==> src/hdl/pwpm_pkg.sv <==
// Shared constants, codes and control types of the pulse width and period meter.
package pwpm_pkg;

   localparam int SAMPLE_W            = 8;
   localparam int FIELD_W             = 12;
   localparam int CSR_IDX_W           = 2;
   localparam int CSR_DATA_W          = 12;
   localparam int POSITION_LIMIT_DEF  = 4096;

   localparam logic [SAMPLE_W:0]    BAND            = 9'd5;
   localparam logic [FIELD_W-1:0]   FIELD_MAX       = 12'd4095;
   localparam logic [SAMPLE_W-1:0]  THRESHOLD_RESET = 8'd128;
   localparam logic [FIELD_W-1:0]   FIRST_POS_RESET = 12'd20;

   typedef enum logic [CSR_IDX_W-1:0] {
      CSR_THRESHOLD      = 2'd0,
      CSR_FIRST_POSITION = 2'd1
   } csr_index_type;

   typedef enum logic [1:0] {
      EDGE_NONE = 2'd0,
      EDGE_RISE = 2'd1,
      EDGE_FALL = 2'd2
   } edge_kind_type;

   // controller to datapath
   typedef struct packed {
      logic sample_en;    // a sample beat is taken this cycle
      logic div_step;     // one quotient bit
      logic result_load;  // move finished result into output register
   } cmd_type;

endpackage

==> src/hdl/pwpm_ifs.sv <==
// Handshake channel interfaces for samples, results and register writes.
interface pwpm_req_bus
   import pwpm_pkg::*;
();
   logic                valid;
   logic                ready;
   logic [SAMPLE_W-1:0] sample;
   logic                last_sample;

   modport source (output valid, sample, last_sample, input ready);
   modport sink   (input valid, sample, last_sample, output ready);
endinterface

interface pwpm_rsp_bus
   import pwpm_pkg::*;
();
   logic               valid;
   logic               ready;
   logic [FIELD_W-1:0] high_width;
   logic [FIELD_W-1:0] low_width;
   logic [FIELD_W-1:0] period;

   modport source (output valid, high_width, low_width, period, input ready);
   modport sink   (input valid, high_width, low_width, period, output ready);
endinterface

interface pwpm_csr_bus
   import pwpm_pkg::*;
();
   logic                  valid;
   logic                  ready;
   logic [CSR_IDX_W-1:0]  index;
   logic [CSR_DATA_W-1:0] data;

   modport source (output valid, index, data, input ready);
   modport sink   (input valid, index, data, output ready);
endinterface

==> src/hdl/pulse_width_period_meter.sv <==
// Pulse width and period meter: one scope trace in, one measurement beat out.
// Throughput: one sample beat per cycle inside a trace; after the last sample
//   req ready stays low through the PW divider steps (PW = clog2(POSITION_LIMIT), 12 by default)
//   and the handoff state, and longer while an older result waits.
// Result: after the last sample beat the controller runs ST_DIVIDE, then ST_DONE registers the result beat.
// Reset: threshold 128, first position 20, trace state cleared, no result held.
module pulse_width_period_meter
   import pwpm_pkg::*;
#(
   parameter int POSITION_LIMIT = POSITION_LIMIT_DEF
) (
   input  logic        clock,
   input  logic        reset,
   pwpm_req_bus.sink   req_bus,
   pwpm_rsp_bus.source rsp_bus,
   pwpm_csr_bus.sink   csr_bus
);

   cmd_type cmd;
   logic    csr_we;

   // register writes are always taken; software is to write only while idle, the block does not enforce it
   assign csr_bus.ready = 1'b1;
   assign csr_we        = csr_bus.valid && csr_bus.ready;

   // controller: streams samples, runs the divide, hands off the result beat
   pwpm_ctrl #(
      .POSITION_LIMIT (POSITION_LIMIT)
   ) u_ctrl (
      .clock     (clock),
      .reset     (reset),
      .req_valid (req_bus.valid),
      .req_last  (req_bus.last_sample),
      .req_ready (req_bus.ready),
      .rsp_valid (rsp_bus.valid),
      .rsp_ready (rsp_bus.ready),
      .cmd       (cmd)
   );

   // datapath: hysteresis level, edge positions, divider, output register
   pwpm_datapath #(
      .POSITION_LIMIT (POSITION_LIMIT)
   ) u_datapath (
      .clock       (clock),
      .reset       (reset),
      .cmd         (cmd),
      .sample      (req_bus.sample),
      .last_sample (req_bus.last_sample),
      .csr_we      (csr_we),
      .csr_index   (csr_bus.index),
      .csr_data    (csr_bus.data),
      .high_width  (rsp_bus.high_width),
      .low_width   (rsp_bus.low_width),
      .period      (rsp_bus.period)
   );

endmodule

==> src/hdl/pwpm_ctrl.sv <==
// Controller: sample streaming, period divide sequencing and result handoff.
module pwpm_ctrl
   import pwpm_pkg::*;
#(
   parameter int POSITION_LIMIT = POSITION_LIMIT_DEF
) (
   input  logic    clock,
   input  logic    reset,
   input  logic    req_valid,
   input  logic    req_last,
   output logic    req_ready,
   output logic    rsp_valid,
   input  logic    rsp_ready,
   output cmd_type cmd
);

   localparam int PW    = $clog2(POSITION_LIMIT);
   localparam int CNT_W = $clog2(PW);

   typedef enum logic [1:0] {
      ST_RUN,
      ST_DIVIDE,
      ST_DONE
   } state_type;

   state_type        state_ff, state_in;
   logic [CNT_W-1:0] cnt_ff, cnt_in;
   logic             rsp_valid_ff, rsp_valid_in;
   logic             accept;

   assign req_ready = (state_ff == ST_RUN);
   assign accept    = req_valid && req_ready;
   assign rsp_valid = rsp_valid_ff;

   always_comb begin
      state_in        = state_ff;
      cnt_in          = cnt_ff;
      rsp_valid_in    = rsp_valid_ff && !rsp_ready;
      cmd.sample_en   = 1'b0;
      cmd.div_step    = 1'b0;
      cmd.result_load = 1'b0;
      unique case (state_ff)
         ST_RUN: begin
            cmd.sample_en = accept;
            if (accept && req_last) begin
               state_in = ST_DIVIDE;
               cnt_in   = '0;
            end
         end
         ST_DIVIDE: begin
            cmd.div_step = 1'b1;
            cnt_in       = cnt_ff + 1'b1;
            if (cnt_ff == CNT_W'(PW - 1)) begin
               state_in = ST_DONE;
            end
         end
         ST_DONE: begin
            if (!rsp_valid_ff || rsp_ready) begin
               cmd.result_load = 1'b1;
               rsp_valid_in    = 1'b1;
               state_in        = ST_RUN;
            end
         end
         default: state_in = ST_RUN;
      endcase
   end

   always_ff @(posedge clock) begin
      if (reset) begin
         state_ff     <= ST_RUN;
         cnt_ff       <= '0;
         rsp_valid_ff <= 1'b0;
      end else begin
         state_ff     <= state_in;
         cnt_ff       <= cnt_in;
         rsp_valid_ff <= rsp_valid_in;
      end
   end

endmodule

==> src/hdl/pwpm_datapath.sv <==
// Datapath: comparator, edge tracking, serial divider and result registers.
module pwpm_datapath
   import pwpm_pkg::*;
#(
   parameter int POSITION_LIMIT = POSITION_LIMIT_DEF
) (
   input  logic                  clock,
   input  logic                  reset,
   input  cmd_type               cmd,
   input  logic [SAMPLE_W-1:0]   sample,
   input  logic                  last_sample,
   input  logic                  csr_we,
   input  logic [CSR_IDX_W-1:0]  csr_index,
   input  logic [CSR_DATA_W-1:0] csr_data,
   output logic [FIELD_W-1:0]    high_width,
   output logic [FIELD_W-1:0]    low_width,
   output logic [FIELD_W-1:0]    period
);

   localparam int PW = $clog2(POSITION_LIMIT);
   localparam int CW = (PW > FIELD_W) ? PW : FIELD_W;
   localparam logic [PW-1:0] POS_MAX = PW'(POSITION_LIMIT - 1);

   // config
   logic [SAMPLE_W-1:0] threshold_ff;
   logic [FIELD_W-1:0]  first_pos_ff;

   // per-trace state
   logic                level_ff, level_in;
   logic                seen_first_ff, seen_first_in;
   logic [PW-1:0]       pos_ff, pos_in;
   logic [PW-1:0]       rise_one_ff, rise_one_in;
   logic [PW-1:0]       rise_two_ff, rise_two_in;
   logic [PW-1:0]       fall_one_ff, fall_one_in;
   logic [PW-1:0]       fall_two_ff, fall_two_in;
   edge_kind_type       edge_kind_ff, edge_kind_in;
   logic [PW-1:0]       span_begin_ff, span_begin_in;
   logic [PW-1:0]       span_end_ff, span_end_in;
   logic [FIELD_W-1:0]  cycles_ff, cycles_in;

   // end-of-trace hold and divider
   logic [FIELD_W-1:0]  hw_hold_ff, hw_hold_in;
   logic [FIELD_W-1:0]  lw_hold_ff, lw_hold_in;
   logic [PW-1:0]       quo_ff, quo_in;
   logic [FIELD_W:0]    rem_ff, rem_in;
   logic [FIELD_W-1:0]  div_ff, div_in;

   // output register
   logic [FIELD_W-1:0]  high_width_ff, low_width_ff, period_ff;

   logic [SAMPLE_W:0]   s9, th9;
   logic                above, below, is_edge;
   edge_kind_type       kind;
   logic [PW-1:0]       hw_raw, lw_raw, span;
   logic                per_ok;
   logic [FIELD_W:0]    rem_sh;

   assign s9    = {1'b0, sample};
   assign th9   = {1'b0, threshold_ff};
   assign above = s9 > (th9 + BAND);
   assign below = (s9 + BAND) < th9;

   // sample step
   always_comb begin
      pos_in        = pos_ff;
      level_in      = level_ff;
      seen_first_in = seen_first_ff;
      rise_one_in   = rise_one_ff;
      rise_two_in   = rise_two_ff;
      fall_one_in   = fall_one_ff;
      fall_two_in   = fall_two_ff;
      edge_kind_in  = edge_kind_ff;
      span_begin_in = span_begin_ff;
      span_end_in   = span_end_ff;
      cycles_in     = cycles_ff;
      kind          = level_ff ? EDGE_FALL : EDGE_RISE;
      is_edge       = 1'b0;

      if (!seen_first_ff) begin
         pos_in = (CW'(first_pos_ff) > CW'(POS_MAX)) ? POS_MAX : PW'(first_pos_ff);
      end else if (pos_ff < POS_MAX) begin
         pos_in = pos_ff + 1'b1;
      end

      if (above) begin
         level_in = 1'b1;
      end else if (below) begin
         level_in = 1'b0;
      end

      is_edge = seen_first_ff && (level_in != level_ff);
      if (is_edge) begin
         if (!level_in) begin
            if (rise_two_ff == '0 && rise_one_ff != '0) rise_two_in = pos_in;
            if (fall_one_ff == '0) fall_one_in = pos_in;
         end else begin
            if (fall_two_ff == '0 && fall_one_ff != '0) fall_two_in = pos_in;
            if (rise_one_ff == '0) rise_one_in = pos_in;
         end
         if (edge_kind_ff == EDGE_NONE) begin
            edge_kind_in  = kind;
            span_begin_in = pos_in;
         end else if (edge_kind_ff == kind) begin
            if (cycles_ff != FIELD_MAX) cycles_in = cycles_ff + 1'b1;
            span_end_in = pos_in;
         end
      end
      seen_first_in = 1'b1;
   end

   // end-of-trace figures from the updated state
   always_comb begin
      hw_raw = (rise_two_in != '0 && rise_one_in != '0) ? rise_two_in - rise_one_in : '0;
      lw_raw = (fall_two_in != '0 && fall_one_in != '0) ? fall_two_in - fall_one_in : '0;
      span   = span_end_in - span_begin_in;
      per_ok = (cycles_in != '0) && (span_end_in != '0) && (span_end_in >= span_begin_in);
      hw_hold_in = (CW'(hw_raw) > CW'(FIELD_MAX)) ? FIELD_MAX : FIELD_W'(hw_raw);
      lw_hold_in = (CW'(lw_raw) > CW'(FIELD_MAX)) ? FIELD_MAX : FIELD_W'(lw_raw);
   end

   // restoring divider, one quotient bit per step
   always_comb begin
      rem_sh = {rem_ff[FIELD_W-1:0], quo_ff[PW-1]};
      quo_in = quo_ff;
      rem_in = rem_ff;
      div_in = div_ff;
      if (cmd.sample_en && last_sample) begin
         quo_in = per_ok ? span : '0;
         rem_in = '0;
         div_in = per_ok ? cycles_in : FIELD_W'(1);
      end else if (cmd.div_step) begin
         if (rem_sh >= {1'b0, div_ff}) begin
            rem_in = rem_sh - {1'b0, div_ff};
            quo_in = {quo_ff[PW-2:0], 1'b1};
         end else begin
            rem_in = rem_sh;
            quo_in = {quo_ff[PW-2:0], 1'b0};
         end
      end
   end

   always_ff @(posedge clock) begin
      if (reset) begin
         threshold_ff <= THRESHOLD_RESET;
         first_pos_ff <= FIRST_POS_RESET;
      end else if (csr_we) begin
         unique case (csr_index)
            CSR_THRESHOLD:      threshold_ff <= csr_data[SAMPLE_W-1:0];
            CSR_FIRST_POSITION: first_pos_ff <= csr_data;
            default: ;
         endcase
      end
   end

   always_ff @(posedge clock) begin
      if (reset || (cmd.sample_en && last_sample)) begin
         level_ff      <= 1'b0;
         seen_first_ff <= 1'b0;
         pos_ff        <= '0;
         rise_one_ff   <= '0;
         rise_two_ff   <= '0;
         fall_one_ff   <= '0;
         fall_two_ff   <= '0;
         edge_kind_ff  <= EDGE_NONE;
         span_begin_ff <= '0;
         span_end_ff   <= '0;
         cycles_ff     <= '0;
      end else if (cmd.sample_en) begin
         level_ff      <= level_in;
         seen_first_ff <= seen_first_in;
         pos_ff        <= pos_in;
         rise_one_ff   <= rise_one_in;
         rise_two_ff   <= rise_two_in;
         fall_one_ff   <= fall_one_in;
         fall_two_ff   <= fall_two_in;
         edge_kind_ff  <= edge_kind_in;
         span_begin_ff <= span_begin_in;
         span_end_ff   <= span_end_in;
         cycles_ff     <= cycles_in;
      end
   end

   always_ff @(posedge clock) begin
      if (cmd.sample_en && last_sample) begin
         hw_hold_ff <= hw_hold_in;
         lw_hold_ff <= lw_hold_in;
      end
      quo_ff <= quo_in;
      rem_ff <= rem_in;
      div_ff <= div_in;
      if (cmd.result_load) begin
         high_width_ff <= hw_hold_ff;
         low_width_ff  <= lw_hold_ff;
         period_ff     <= (CW'(quo_ff) > CW'(FIELD_MAX)) ? FIELD_MAX : FIELD_W'(quo_ff);
      end
   end

   assign high_width = high_width_ff;
   assign low_width  = low_width_ff;
   assign period     = period_ff;

endmodule
==> src/flat_wrapper.sv <==
// flat-port wrapper written by rule: the top's interface ports become plain ports
module pulse_width_period_meter_flat import pwpm_pkg::*;
#(
   parameter int POSITION_LIMIT = POSITION_LIMIT_DEF
)
  (clock, reset, req_bus_valid, req_bus_sample, req_bus_last_sample, req_bus_ready, rsp_bus_valid, rsp_bus_high_width, rsp_bus_low_width, rsp_bus_period, rsp_bus_ready, csr_bus_valid, csr_bus_index, csr_bus_data, csr_bus_ready);
  pwpm_req_bus req_bus_i ();
  pwpm_rsp_bus rsp_bus_i ();
  pwpm_csr_bus csr_bus_i ();
  input  logic clock;
  input  logic reset;
  input wire logic [$bits(req_bus_i.valid)-1:0] req_bus_valid;
  input wire logic [$bits(req_bus_i.sample)-1:0] req_bus_sample;
  input wire logic [$bits(req_bus_i.last_sample)-1:0] req_bus_last_sample;
  output wire logic [$bits(req_bus_i.ready)-1:0] req_bus_ready;
  output wire logic [$bits(rsp_bus_i.valid)-1:0] rsp_bus_valid;
  output wire logic [$bits(rsp_bus_i.high_width)-1:0] rsp_bus_high_width;
  output wire logic [$bits(rsp_bus_i.low_width)-1:0] rsp_bus_low_width;
  output wire logic [$bits(rsp_bus_i.period)-1:0] rsp_bus_period;
  input wire logic [$bits(rsp_bus_i.ready)-1:0] rsp_bus_ready;
  input wire logic [$bits(csr_bus_i.valid)-1:0] csr_bus_valid;
  input wire logic [$bits(csr_bus_i.index)-1:0] csr_bus_index;
  input wire logic [$bits(csr_bus_i.data)-1:0] csr_bus_data;
  output wire logic [$bits(csr_bus_i.ready)-1:0] csr_bus_ready;
  assign req_bus_i.valid = req_bus_valid;
  assign req_bus_i.sample = req_bus_sample;
  assign req_bus_i.last_sample = req_bus_last_sample;
  assign req_bus_ready = req_bus_i.ready;
  assign rsp_bus_valid = rsp_bus_i.valid;
  assign rsp_bus_high_width = rsp_bus_i.high_width;
  assign rsp_bus_low_width = rsp_bus_i.low_width;
  assign rsp_bus_period = rsp_bus_i.period;
  assign rsp_bus_i.ready = rsp_bus_ready;
  assign csr_bus_i.valid = csr_bus_valid;
  assign csr_bus_i.index = csr_bus_index;
  assign csr_bus_i.data = csr_bus_data;
  assign csr_bus_ready = csr_bus_i.ready;
  pulse_width_period_meter #(.POSITION_LIMIT(POSITION_LIMIT)) u_core (.clock(clock), .reset(reset), .req_bus(req_bus_i), .rsp_bus(rsp_bus_i), .csr_bus(csr_bus_i));
endmodule
==> config.mk <==
export PLATFORM = sky130hd
export DESIGN_NAME = pulse_width_period_meter_flat
export DESIGN_NICKNAME = d
export VERILOG_FILES = /design/src/hdl/pwpm_pkg.sv /design/src/hdl/pwpm_ifs.sv /design/src/hdl/pulse_width_period_meter.sv /design/src/hdl/pwpm_ctrl.sv /design/src/hdl/pwpm_datapath.sv /design/src/flat_wrapper.sv
export SDC_FILE = /design/constraint.sdc
export NUM_CORES = 1
export LEC_CHECK = 0
export BUFFER_PORTS_ARGS = -buffer_cell sky130_fd_sc_hd__buf_2
export CAP_MARGIN = 20
export CORE_MARGIN = 10
export CORE_UTILIZATION = 45
export DETAILED_ROUTE_END_ITERATION = 10
export HOLD_SLACK_MARGIN = 0.02
export PLACE_DENSITY = 0.59
export SLEW_MARGIN = 20
export SYNTH_ARGS = -nofsm -noshare
export SYNTH_HDL_FRONTEND = slang
export SYNTH_HIERARCHICAL = 1
export SYNTH_SLANG_ARGS = --single-unit
export TNS_END_PERCENT = 50
==> constraint.sdc <==
create_clock -name clock -period 7.4 [get_ports clock]
set_input_delay 0 -clock clock [delete_from_list [all_inputs] [get_ports clock]]
set_output_delay 0 -clock clock [all_outputs]
set_load 0.02 [all_outputs]
==> results of run 1 <==
-- layer usage --
metal | vias up | track usage | wire length [µm]
met5 | - | 0 | 0
met4 | 0 | 0.0400 | 418
met3 | 32 | 0.0268 | 1130
met2 | 139 | 0.273 | 12800
met1 | 4576 | 0.232 | 14100
li1 | 4909 | - | -
-- kinds of logic after synthesis --
kind of cell             Yosys count  share of synthesized area
AO/OA/AOI/OAI                    319                      0.167
adder cells (fa/ha/maj)           71                     0.0757
multiplexers                      62                     0.0526
AND/OR/NAND/NOR                  453                      0.180
flip-flops                       223                      0.437
buffers and inverters            146                     0.0481
XOR/XNOR                          54                     0.0390
other                              1                   0.000309
-- final timing paths --
kind | from | endpoint | slack, ns | cells past startpoint
max | u_core/u_datapath/threshold_ff[0] | u_core/u_datapath/quo_ff[3] | 0.89 | 22
min | req_bus_last_sample | u_core/u_datapath/rem_ff[6] | 0.07 | 5
max reg2reg | u_core/u_datapath/threshold_ff[0] | u_core/u_datapath/quo_ff[3] | 0.89 | 22
min reg2reg | u_core/u_datapath/lw_hold_ff[9] | u_core/u_datapath/low_width[9] | 0.42 | 0
-- layout make-up --
type / instances / share of cell area
Multi-Input combinational cell: 960 / 0.451
Sequential cell: 223 / 0.381
Timing Repair Buffer: 118 / 0.0584
Clock buffer: 35 / 0.0544
Tap cell: 341 / 0.0307
Inverter: 59 / 0.0159
Clock inverter: 12 / 0.00809
-- power by group through the flow --
stage	clock (mW)	sequential (mW)	combinational [mW]
3_5_place_dp	0	1.37	0.449
2_1_floorplan	0	1.36	0.349
5_1_grt	1.38	1.35	0.524
6_report	1.29	1.35	0.463
3_3_place_gp	0	1.37	0.443
4_1_cts	1.32	1.35	0.463
-- worst register-to-register path: cells and delay by family (launching register included) --
| family | cells | cell delay (ns) |
|---|---|---|
| AOI/OAI and AO/OA | 12 | 3.11 |
| and+or+nand+nor | 5 | 1.54 |
| adders and majority gates | 3 | 0.93 |
| DFF | 1 | 0.39 |
| muxes | 1 | 0.22 |
| xor gates and xnor gates | 1 | 0.14 |
-- layout by cell type, fill, tap and decap left out, types with 24 or more instances in the layout --
cell / synthesis / final
dlygate4sd3_1: 0 / 31
buf_2: 7 / 65
a21oi_1: 108 / 108
nand3_1: 24 / 24
nor2_1: 192 / 192
mux2i_1: 48 / 48
a31oi_1: 58 / 58
clkbuf_16: 0 / 27
a21o_1: 31 / 31
xnor2_1: 35 / 35
o21ai_0: 35 / 35
nor3_1: 36 / 35
edfxtp_1: 84 / 84
inv_1: 59 / 59
nand2_1: 77 / 77
dfxtp_1: 139 / 139
ha_1: 67 / 67
==> metrics.yaml, run 1 <==
fin_nets: 1487
fmax_mhz: 154
synth.avg_cell_area_um2: 9.13
vias: 9656
grt_first_pass_wirelength_um: 48300
cp-end-kind: "flip-flop"
drt_iter0_drc: 595
holdBufCountCts: 31
dieWidth_um: 184
critPathSlowestCell: "nand2b_1"
cts_buffer_depth: 3
swShare: 0.262
setup_violations: 0
avgRoutedWirePerCell_um: 16.2
row_count: 60
antenna_found_initial: 0
core_area_mm2: 0.0267
place_area_mm2: 0.0127
cts_tree: "yes"
whs_ns: 0.0701
finalHoldViolCount: 0
pwr-share-seq: 0.435
post_drt_via_cell_ratio: 5.52
instances_no_fill: 1748
drt_wl_total_um: 28400
synth_cells: 1329
io_pins: 67
layout_min_cycle_time_ns: 6.51
fin_crit_sh: 0.879
critical-path-max-stage-delay_ns: 0.77
worstSetupStartpointType: "flip-flop"
ant_nets: 0
cp_cell_sequence: "a21oi_1 > nor3_1 > nand3_1 > xnor2_1 > ha_1 > nand3_1 > a211o_1 > a211o_1 > a41oi_1 > nand2b_1 > mux2i_1 > ha_1 > fa_1 > nor2b_1 > o21bai_1 > a31oi_1 > a21o_1 > a211oi_1 > o21ai_0 > o211ai_2 > o21bai_2 > o41ai_1"
first_global_vias: 9516
drive_gt1_frac: 0.121
numPlacedInstances: 1669
track_usage: 0.169
drc: 0
seqCellArea_mm2: 0.00531
post-route-util: 0.521
pre_cts_ws_ns: 0.955
power_mw: 3.10
finalSetupTns_ns: 0
crit_fanout: 18
synth_most_common_cell: "nor2_1"
p_sw_uw: 812
ir_worst_vdd_mv: 0.126
multi_input_area_mm2: 0.00628
p_clk_frac: 0.416
p_per_area_mw_per_mm2: 223
cts_resized: 0
cts_made_buffers: 26
cp.arrival_ns: 6.83
cts_root_buffer: "clkbuf_16"
dpl.hpwl_um: 19200
worst_slew_margin_rel: 0.290
die-area_mm2: 0.0339
clkLatencyLatePin_ns: 0.53
setup_ws_ns: 0.893
grt_overflow: 0
netlist_area_mm2: 0.0121
nFillCells: 2466
synth-seq-cells: 223
status: "finished clean"
synth_cell_types: 70
combPwrFrac: 0.149
ys_top_cells_by_area: "dfxtp_1 (23%), edfxtp_1 (21%), ha_1 (6.9%)"
synth_top_area_share: 0.229
yosysTopAreaCell: "dfxtp_1"
synth_enable_flop_cells: 84
yosysSeqAreaShare: 0.437
ys_top_cells_by_count: "nor2_1 (192), dfxtp_1 (139), a21oi_1 (108), edfxtp_1 (84), nand2_1 (77)"
die_y_um: 184
postCtsSetupBuffers: 0
synth_flop_cell: "dfxtp_1"
final_max_slew_viol_count: 0
leakagePower_nw: 5.65
gp_congestion: 0.873
diodes: 0
skew_ns: 0.0100
worst_pin_slew_ns: 1.07
portBuffers: 65
path_buf_inv: 0
cap_violations: 0
path_delay_family: "compound AO/OA/AOI/OAI gates"
area_delta_synth_final_pct: 14.8
clkSlewWorstSetupHoldPaths_ns: 0.06
grt_max_degree: 88
cts_sinks: 223
critical_path_required_ns: 7.72
hp-class: "in2reg"
htreeDepth: 1
crit_type: "reg2reg"
start_util: 0.454
syn-num-nets: 1428
rsz0062_at_grt: "no"
design_area_mm2: 0.0139
ys_async_sr_fraction: 0
p_int_mw: 2.29
yosys_warnings: 6
firstDrtPassIters: 5
No activity file was read; power rests on OpenSTA's default activity.
==> run 2: changes to the inputs <==
--- a/config.mk
+++ b/config.mk
@@ -7,11 +7,13 @@
 export LEC_CHECK = 0
 export BUFFER_PORTS_ARGS = -buffer_cell sky130_fd_sc_hd__buf_2
 export CAP_MARGIN = 20
+export CELL_PAD_IN_SITES_DETAIL_PLACEMENT = 0
+export CELL_PAD_IN_SITES_GLOBAL_PLACEMENT = 2
 export CORE_MARGIN = 10
-export CORE_UTILIZATION = 45
+export CORE_UTILIZATION = 39
 export DETAILED_ROUTE_END_ITERATION = 10
 export HOLD_SLACK_MARGIN = 0.02
-export PLACE_DENSITY = 0.59
+export PLACE_DENSITY = 0.77
 export SLEW_MARGIN = 20
 export SYNTH_ARGS = -nofsm -noshare
 export SYNTH_HDL_FRONTEND = slang
==> run 2 against run 1 <==
Sequential power about the same. Critical path depth stayed put. Count of clock-buffer cells in the layout rose by 1. Critical endpoint unchanged. Worst setup slack better by 0.20 ns. Flip-flop and latch count unchanged. Routed wire length grew 4.3%. First-iteration DRC count is 1.8% lower. Clock power decreased by 5%. Sequential share of layout area unchanged. Register-to-register slack improved by 0.20 ns. Non-clock buffer count decreased by 3.
==> metrics.yaml, run 2 (synthesis gave the netlist of run 1 again) <==
layout_min_cycle_time_ns: 6.31  # was 6.51 ns
hold_depth: 5  # unchanged
drive_gt1_frac: 0.122  # was 0.121
io_pins: 67  # unchanged
fin_nets: 1485  # was 1487
grt_max_degree: 86  # was 88
whs_ns: 0.0689  # was 0.0701 ns
gp_congestion: 0.826  # was 0.873
fmax_mhz: 158  # was 154 MHz
cts_buffer_depth: 3  # unchanged
clkLatencyLatePin_ns: 0.53  # about the same
finalHoldViolCount: 0  # unchanged
worstSetupStartpointType: "flip-flop"  # unchanged
rsz0062_at_grt: "no"  # unchanged
post_drt_via_cell_ratio: 5.29  # was 5.52
cts_root_buffer: "clkbuf_16"  # unchanged
dieWidth_um: 196  # was 184 µm
cts_sinks: 223  # unchanged
first_global_vias: 9316  # was 9516
ant_nets: 0  # unchanged
htreeDepth: 1  # unchanged
fin_crit_sh: 0.853  # was 0.879
mostFrequentLayoutCells: "nor2_1 (192), dfxtp_1 (139), a21oi_1 (108)"  # unchanged
vias: 9537  # was 9656
final_max_slew_viol_count: 0  # unchanged
worst_pin_slew_ns: 1.08  # was 1.07 ns
post-route-util: 0.454  # was 0.521
diodes: 0  # unchanged
cts_made_buffers: 27  # was 26
leakagePower_nw: 5.60  # was 5.65 nW
avgRoutedWirePerCell_um: 16.4  # was 16.2 µm
setup_ws_ns: 1.09  # was 0.893 ns
critical_path_required_ns: 7.73  # was 7.72 ns
area_delta_synth_final_pct: 14.8  # unchanged
die_y_um: 196  # was 184 µm
pre_cts_ws_ns: 1.06  # was 0.955 ns
grt_overflow: 0  # unchanged
layout_commonest_cell: "nor2_1"  # unchanged
drt_iter0_drc: 584  # was 595
antenna_found_initial: 0  # unchanged
cp-end-kind: "flip-flop"  # unchanged
drc: 0  # unchanged
cp.arrival_ns: 6.64  # was 6.83 ns
worst_slew_margin_rel: 0.281  # was 0.290
skew_ns: 0.00922  # was 0.0100 ns
setup_violations: 0  # unchanged
crit_fanout: 13  # was 18
power_mw: 3.04  # was 3.10 mW
grt_first_pass_wirelength_um: 49500  # was 48300 µm
finalSetupTns_ns: 0  # unchanged
crit_type: "reg2reg"  # unchanged
drt_wl_total_um: 29600  # was 28400 µm
cts_tree: "yes"  # unchanged
status: "finished clean"  # unchanged
hp-class: "in2reg"  # unchanged
portBuffers: 65  # unchanged
track_usage: 0.151  # was 0.169
die-area_mm2: 0.0386  # was 0.0339 mm²
dpl.hpwl_um: 20600  # was 19200 µm
clkSlewWorstSetupHoldPaths_ns: 0.06  # about the same
firstDrtPassIters: 5  # unchanged
ir_worst_vdd_mv: 0.151  # was 0.126 mV
p_per_area_mw_per_mm2: 218  # was 223 mW/mm²
core_area_mm2: 0.0307  # was 0.0267 mm²
cap_violations: 0  # unchanged
reg2reg_depth: 22  # unchanged
start_util: 0.395  # was 0.454
row_count: 64  # was 60
nFillCells: 3011  # was 2466
==> run 2: path summary, 6_finish.rpt <==
| kind | startpoint | end | slack, ns |
|---|---|---|---|
| max | u_core/u_datapath/threshold_ff[2] | u_core/u_datapath/quo_ff[3] | 1.09 |
| min | req_bus_last_sample | u_core/u_datapath/rem_ff[5] | 0.07 |
| max reg2reg | u_core/u_datapath/threshold_ff[2] | u_core/u_datapath/quo_ff[3] | 1.09 |
| min reg2reg | u_core/u_datapath/lw_hold_ff[9] | u_core/u_datapath/low_width[9] | 0.42 |
==> run 2: area by class of cell <==
cell class	count	area, µm²	share of cell area
inverters	59	221	0.0159
flip-flops and latches	223	5310	0.381
repair buffers	115	781	0.0561
clock inverters	14	105	0.00755
clock buffers	36	709	0.0510
multi-input cells	960	6300	0.453
well taps	396	495	0.0356
==> run 2: worst max-delay path: stages (launching register included) <==
cell and delay, ns:
dfxtp_1 0.42, a21oi_1 0.10, nor3_1 0.26, nand3_1 0.14
xnor2_1 0.14, ha_1 0.30, nand3_1 0.12, a211o_1 0.32
a211o_1 0.38, a41oi_1 0.35, nand2b_1 0.62, buf_4 0.27
mux2_2 0.35, ha_1 0.36, or2_2 0.13, a21oi_1 0.06
a31oi_1 0.24, a21o_1 0.17, a211oi_1 0.07, o21ai_0 0.20
o211ai_2 0.25, o21bai_2 0.43, o41ai_1 0.41
==> run 2: what timing repair did <==
| action | CTS | global route |
|---|---|---|
| endpoints found under the hold margin | 28 | 0 |
| setup buffers | 0 | 0 |
| gates resized for setup | 0 | 0 |
| hold buffers | 27 | 0 |
==> run 2: per-stage QoR <==
step	std cells	area, µm²
floorplan	1329	12100
global placement	1725	12800
detailed placement	1725	12800
CTS	1802	13900
global route	1803	13900
finish	1803	13900
==> run 2: metal layers <==
metal / GRT usage / share of wire
met5: 0 / 0
met4: 0.0249 / 0.010
met3: 0.0222 / 0.035
met2: 0.244 / 0.45
met1: 0.214 / 0.51
==> run 2: report_power, final <==
part	internal, mW	leakage, nW	switching, mW
combinational	0.189	3.29	0.280
clock	0.708	0.397	0.512
sequential	1.32	1.91	0.0327
